==> config.mk <==
export PLATFORM = sky130hd
export DESIGN_NAME = tdft_isqrt
export DESIGN_NICKNAME = d
export VERILOG_FILES = /design/src/design/tdft_pkg.sv /design/src/design/tdft_isqrt.sv
export SDC_FILE = /design/constraint.sdc
export NUM_CORES = 2
export LEC_CHECK = 0
export BUFFER_PORTS_ARGS = -buffer_cell sky130_fd_sc_hd__buf_2
export CAP_MARGIN = 20
export CORE_MARGIN = 8
export CORE_UTILIZATION = 58
export CTS_BUF_LIST = sky130_fd_sc_hd__clkbuf_16
export DETAILED_ROUTE_END_ITERATION = 7
export HOLD_SLACK_MARGIN = 0.03
export PLACE_DENSITY_LB_ADDON = 0.1
export SLEW_MARGIN = 40
export SYNTH_ARGS = -nofsm -noshare
export SYNTH_HDL_FRONTEND = slang
export SYNTH_SLANG_ARGS = --single-unit
==> constraint.sdc <==
create_clock -name clk -period 3.5 [get_ports clk]
set_clock_uncertainty 0.2 [all_clocks]
set_input_delay 0.35 -clock clk [delete_from_list [all_inputs] [get_ports clk]]
set_output_delay 0.35 -clock clk [all_outputs]
set_load 0.01 [all_outputs]
==> src/design/tdft_pkg.sv <==
// ----------------------------------------------------------------------------
// tdft_pkg: shared types and constants for the thrust direction pipeline
// Holds the pipeline control bundle, register indexes and fixed-point ones.
// ----------------------------------------------------------------------------
package tdft_pkg;

	// Control that every pipelined arithmetic unit receives from the top level.
	typedef struct packed {
		logic en;
		logic vld;
	} pipe_ctl_t;

	typedef enum logic [1:0] {
		REG_AXIS_X     = 2'd0,
		REG_AXIS_Y     = 2'd1,
		REG_AXIS_Z     = 2'd2,
		REG_MAX_TORQUE = 2'd3
	} cfg_reg_t;

	localparam logic [15:0] ONE_Q14 = 16'd16384;
	localparam logic [30:0] ONE_Q30 = 31'h4000_0000;
	localparam logic [61:0] ONE_Q60 = 62'h1000_0000_0000_0000;

	localparam logic signed [15:0] AXIS_X_RST     = 16'sd0;
	localparam logic signed [15:0] AXIS_Y_RST     = 16'sd0;
	localparam logic signed [15:0] AXIS_Z_RST     = 16'sd16384;
	localparam logic [30:0]        MAX_TORQUE_RST = 31'd65536;

endpackage

==> src/design/tdft_isqrt.sv <==
// ----------------------------------------------------------------------------
// tdft_isqrt: pipelined integer square root
// Floor square root, one result bit per register stage, with a side payload
// that travels alongside.
// ----------------------------------------------------------------------------
module tdft_isqrt #(
	parameter int XW = 64,
	parameter int SW = 1
) (
	input  logic                clk,
	input  logic                arst_n,
	input  tdft_pkg::pipe_ctl_t ctl,
	input  logic [XW-1:0]       x,
	input  logic [SW-1:0]       side_in,
	output logic                vld,
	output logic [XW/2-1:0]     root,
	output logic [SW-1:0]       side_out
);
	localparam int RW = XW / 2;

	logic          vld_s  [RW+1];
	logic [XW-1:0] rem_s  [RW+1];
	logic [RW-1:0] root_s [RW+1];
	logic [SW-1:0] side_s [RW+1];

	assign vld_s[0]  = ctl.vld;
	assign rem_s[0]  = x;
	assign root_s[0] = '0;
	assign side_s[0] = side_in;

	for (genvar k = 0; k < RW; k++) begin : g_stage
		localparam int I = RW - 1 - k;
		logic [XW:0] trial;
		logic        take;

		// Growing the root by 2^I adds root*2^(I+1) + 2^(2I) to its square.
		assign trial = ((XW+1)'(root_s[k]) << (I + 1)) + ((XW+1)'(1) << (2 * I));
		assign take  = {1'b0, rem_s[k]} >= trial;

		always_ff @(posedge clk or negedge arst_n) begin
			if (!arst_n) begin
				vld_s[k+1] <= 1'b0;
			end else if (ctl.en) begin
				vld_s[k+1] <= vld_s[k];
			end
		end

		always_ff @(posedge clk) begin
			if (ctl.en) begin
				rem_s[k+1]  <= take ? XW'({1'b0, rem_s[k]} - trial) : rem_s[k];
				root_s[k+1] <= take ? (root_s[k] | (RW'(1) << I)) : root_s[k];
				side_s[k+1] <= side_s[k];
			end
		end
	end

	assign vld      = vld_s[RW];
	assign root     = root_s[RW];
	assign side_out = side_s[RW];

endmodule

======== After elaboration in Yosys (flattened, before gate mapping) ========
Index checks and enable logic that the tools add are counted.
Widths: inputs -> output; s select.
storage, ports and cells
  bits in registers ....................... 3,072
  input bits .............................. 69
  output and inout bits ................... 34
  word-level logic and storage cells ...... 284
cells by class
  add/sub/neg operators ................... 62
  magnitude comparators ................... 32
  multiplexer cells ....................... 32
operators with widths
  operator                number
  $mux 64                 31
  $add 63x61->64 const B  1
  $ge 64x34->1            1
  $ge 64x35->1            1
  $ge 64x36->1            1
  $ge 64x37->1            1
  $ge 64x38->1            1
  $ge 64x39->1            1
  $ge 64x40->1            1
  $ge 64x41->1            1
  $ge 64x42->1            1
  $ge 64x43->1            1
  $ge 64x44->1            1
  $ge 64x45->1            1
  $ge 64x46->1            1
  $ge 64x47->1            1
  $ge 64x48->1            1
  $ge 64x49->1            1
  $ge 64x50->1            1
  $ge 64x51->1            1
  $ge 64x52->1            1
  $ge 64x53->1            1
  $ge 64x54->1            1
  $ge 64x55->1            1
  other kinds (72)        72

======== Depth between registers and ports, before layout ========
  depth in word-level cells ............... 3
  depth in mapped cells ................... 15
  depth with buffers taken out ............ 12

======== Worst setup path before layout ========
OpenSTA, ideal clock, no wires.
  path kind ............................... register -> register
  from .................................... register rem_s[304] (netlist name)
  to ...................................... register rem_s[227] (netlist name) (data pin)
  setup time .............................. 0.258 ns
  arrival time ............................ 3.277 ns
  data required time ...................... 3.042 ns
  path slack .............................. -0.235 ns
  cell stages (with the launch flop) ...... 13
  path buffers ............................ 2
  period minus slack after synthesis ...... 3.735 ns
  cells stage by stage .................... edfxtp_1 > or3_4 > or4_4 > or4_1 > or2_1 > or4_4 > a211o_1 > nor2_4 > inv_2 > buf_6 > buf_6 > nor2_1 > a21oi_1
between the ends
  cells in the longest elaborated chain, start to end .. 2
RTL lines
  element                          line              RTL
  start, declared                  tdft_isqrt.sv:22  logic [XW-1:0] rem_s [RW+1];
  start signal, assigned by index  tdft_isqrt.sv:50  rem_s[k+1] <= take ? XW'({1'b0, rem_s[k]} - trial) : rem_s[k];
  $ge 64x37->1                     tdft_isqrt.sv:38  assign take = {1'b0, rem_s[k]} >= trial;
  $mux 64                          tdft_isqrt.sv:50
Every way passes these cells.
A chain may end at the register's enable or synchronous reset.

======== Final worst setup path ========
  from .................................... register rem_s[290] (netlist name)
  to ...................................... register rem_s[228] (netlist name) (data pin)
between the ends
  cells in the longest elaborated chain, start to end .. 2
  elaborated cells on any way between the ends .. 3
  classes of those cells .................. 1 x add/sub; 1 x order compare; 1 x mux
RTL lines
  element                                                line
  $sub 64x37->64 / $ge 64x37->1 (equally long branches)  tdft_isqrt.sv:50, tdft_isqrt.sv:38
  $mux 64 (*)                                            tdft_isqrt.sv:50
Mark *: on every way between the ends. The rest lies on a longest branch, timed or not.

==> metrics.md <==
| Metric | Value |
|---|---|
| Synth unique cells | `96` |
| CP max FO | `12` |
| Max incr delay on CP | `0.51 ns` |
| Worst EP required | `3.93 ns` |
| Failing checks | `negative setup slack` |
| Hold WC Path Type | `flip-flop to flip-flop` |
| Worst-margin pin slew | `0.913 ns` |
| Syn Nets | `10400` |
| F_max | `0.262 GHz` |
| CTS tree | `yes` |
| Hold Fails Final Rpt | `0` |
| Pre-antenna DRT Iters | `6` |
| # nets final | `11900` |
| Synthesis warning total | `0` |
| CTS Root Cell | `clkbuf_16` |
| Die Ht | `477 um` |
| DR vias/cell | `6.01` |
| Switching part of the total power | `30.0%` |
| Core Box Area | `0.211 mm^2` |
| Final WL | `340 mm` |
| Comb pwr share | `25.2%` |
| Max Slew Vio Count | `0` |
| Post-route antenna net violation count | `0` |
| Gpl congestion | `0.943` |
| Main synth FF type | `edfxtp_1` |
| Slowest CP cell | `nor4_4` |
| GRT Util Overall | `28.5%` |
| Max Cap Violations | `0` |
| Final worst-path cycle share | `109%` |
| Cell area power density | `641 mW/mm^2` |
| Int Power | `67.1 mW` |
| Initial core utilization | `58.2%` |
| CTS Buf Count | `286` |
| Num ports | `103` |
| R2r setup slk | `-0.32 ns` |
| Vias in the first global route | `83000` |
| FF+latch count, synth | `2576` |
| Tot Pwr | `95.8 mW` |
| Clock Latency Late Sink | `0.93 ns` |
| VDD IR max | `571 uV` |
| Lkg Pwr | `58.2 nW` |
| Fraction of layout instances using a drive strength above 1 | `20.4%` |
| Via count | `86100` |
| Hold Crit Depth | `0` |
| Wire per inst | `23.8 um` |
| H-tree levels | `5` |
| I/O Buffers | `102` |
| Outcome | `finished, violations left` |
| Startpoint types | `flip-flop` |
| Die span in x | `477 um` |
| R2R depth | `11` |
| Fin util | `70.7%` |
| Hold WS | `0.208 ns` |
| Max-Slew Margin vs Limit | `39.2%` |
| Post-Place Setup Slack | `-0.514 ns` |
| Final Non-Filler Cells | `14300` |
| Clk network pwr share | `30.1%` |
| Placed Area | `0.135 mm^2` |
| Rows | `169` |
| Critical-path cell list | `ha_4, nand2_2, or3_4, or4_4, nor4_4, buf_4, a211o_1, nor2_4, buf_12, or4_1, xnor2_1` |
| DRC Markers | `0` |
| Avg Synthesized Cell Area | `12.6 um^2` |
| DP Cell Count | `13600` |
| Die area | `0.227 mm^2` |
| Seq pwr share | `44.7%` |
| Syn Inst Count | `9757` |
| Post-synthesis sequential area ratio | `62.7%` |
| Final min period | `3.82 ns` |
| Clk sinks | `2576` |
| EDFF count, synth | `2544` |
| CP Capture Type | `flip-flop` |
| Syn-to-layout area delta | `21.5%` |
| First-pass GRT wire length | `504 mm` |
| Largest net degree at the start of global routing | `92` |
| Final instance area | `0.150 mm^2` |
| Initial antenna violation count | `19` |
| WS Path Type | `flip-flop to flip-flop` |
| GRT overflow | `0` |
| Worst-path clk slew | `0.07 ns` |
| Cell Area, Synth | `0.123 mm^2` |
| Max clock buf depth | `4` |
| Fin worst setup slack | `-0.315 ns` |
| # setup viols final | `95` |
| Arrival time at the worst endpoint | `4.25 ns` |
| Asr flop ratio synth | `1.24%` |
| Sw power | `28.7 mW` |
| Iteration-0 DRC Markers | `8366` |
| RSZ-0062 raised after global routing | `yes` |
| Final setup TNS | `-15.16 ns` |
| Dpl hpwl | `251 mm` |
==> cell usage after synthesis (13+ instances only) <==
master | n | area, um^2
a2111oi_0 | 22 | 193
a211o_1 | 24 | 210
a211oi_1 | 53 | 398
a21boi_0 | 32 | 240
a21o_1 | 219 | 1640
a21oi_1 | 614 | 3070
a31oi_1 | 55 | 344
and2_1 | 39 | 244
and3_1 | 51 | 319
and4_1 | 21 | 184
buf_1 | 14 | 52.6
buf_2 | 16 | 80.1
clkbuf_1 | 171 | 642
dfrtp_1 | 32 | 801
edfxtp_1 | 2544 | 76400
ha_1 | 558 | 6980
inv_1 | 712 | 2670
mux2_2 | 100 | 1130
nand2_1 | 609 | 2290
nand2b_1 | 101 | 632
nand3_1 | 146 | 731
nand3b_1 | 37 | 278
nand4_1 | 165 | 1030
nand4b_1 | 23 | 201
nor2_1 | 634 | 2380
nor2b_1 | 70 | 438
nor3_1 | 269 | 1350
nor3b_1 | 22 | 165
nor4_1 | 350 | 2190
nor4b_1 | 58 | 508
o211ai_1 | 42 | 315
o21a_1 | 99 | 743
o21ai_0 | 423 | 2120
o21bai_1 | 53 | 398
o31a_1 | 13 | 114
o31ai_1 | 54 | 405
or2_2 | 51 | 319
or3_1 | 91 | 569
or4_1 | 56 | 420
xnor2_1 | 493 | 4320
xor2_1 | 387 | 3390
==> worst max-delay path: cells and delay by family (launching register included) <==
family                     cells  cell delay, ns
adders and majority gates      1            0.30
DFF                            1            0.43
and+or+nand+nor                6            1.95
xor gates and xnor gates       1            0.14
AOI/OAI and AO/OA              1            0.19
buffers and inverters          2            0.37
==> layout make-up <==
cell class / count / area, um^2
fill: 14600 / 61900
multi-input combinational: 6262 / 45300
sequential: 2576 / 77200
tap: 2821 / 3530
antenna: 7 / 17.5
clock inverter: 190 / 1610
clock buffer: 290 / 7260
inverter: 715 / 2690
timing repair buffer: 1451 / 11900
==> repair_timing <==
action | in CTS | in global routing
gates cloned | 5 | 7
hold buffers | 136 | 0
pin swaps | 55 | 122
buffers inserted | 38 | 91
endpoints found under the hold margin | 450 | 0
resized for setup | 168 | 459
endpoints found under the setup margin | 422 | 605
==> power by group through the flow <==
| stage | combinational, mW | sequential (mW) | clock [mW] |
|---|---|---|---|
| 2_1_floorplan | 14.0 | 41.5 | 0 |
| 5_1_grt | 26.3 | 43.1 | 30.4 |
| 4_1_cts | 22.9 | 42.7 | 29.2 |
| 3_3_place_gp | 22.0 | 43.2 | 0 |
| 3_5_place_dp | 22.2 | 43.2 | 0 |
| 6_report | 24.1 | 42.8 | 28.9 |
==> per-layer routing <==
| layer | global-route usage (%) | wire length, um | part of all wire [%] | vias to the layer above |
|---|---|---|---|---|
| met1 | 40.6 | 147000 | 43 | 42500 |
| met2 | 46.3 | 161000 | 47 | 3203 |
| li1 | - | - | - | 39700 |
| met5 | 0 | 63 | 0.019 | - |
| met3 | 3.85 | 21600 | 6.3 | 639 |
| met4 | 8.12 | 10100 | 3.0 | 10 |
==> state kept, by name (all words and copies together) (netlist names) <==
name      count
vld_s        31
root_s      496
vld           1
side_s       31
root         32
side_out      1
rem_s      1984
==> worst paths after layout <==
check / start / endpoint
min: rem_s[1434] / rem_s[1370]
max reg2reg: rem_s[290] / rem_s[228]
min in group asynchronous: arst_n / vld_s[15]
min reg2reg: rem_s[1434] / rem_s[1370]
max in group asynchronous: arst_n / vld_s[19]
max: rem_s[290] / rem_s[228]
==> cells in the final DEF, fill, tap and decap left out, drive strengths merged, types with 353 or more instances in the layout <==
| cell type | netlist | final |
|---|---|---|
| xor2 | 387 | 387 |
| nand2 | 609 | 609 |
| a21oi | 621 | 621 |
| nor2 | 635 | 635 |
| inv | 715 | 767 |
| ha | 558 | 558 |
| o21ai | 426 | 426 |
| xnor2 | 493 | 493 |
| buf | 34 | 1311 |
| edfxtp | 2544 | 2544 |
| nor4 | 353 | 353 |
==> kinds of logic (layout without fill, tap and decap cells) <==
kind of cell	after synthesis	after routing	share of synthesized area, %
compound gates	1877	1878	9.57
xor+xnor	880	880	6.26
fa+ha+maj	558	558	5.67
buf+inv	920	2646	2.84
flops	2576	2576	62.7
mux	108	108	0.980
other cells	0	7	0
simple gates	2838	2838	11.9
Note: power is estimated with default switching activity, not from simulation.
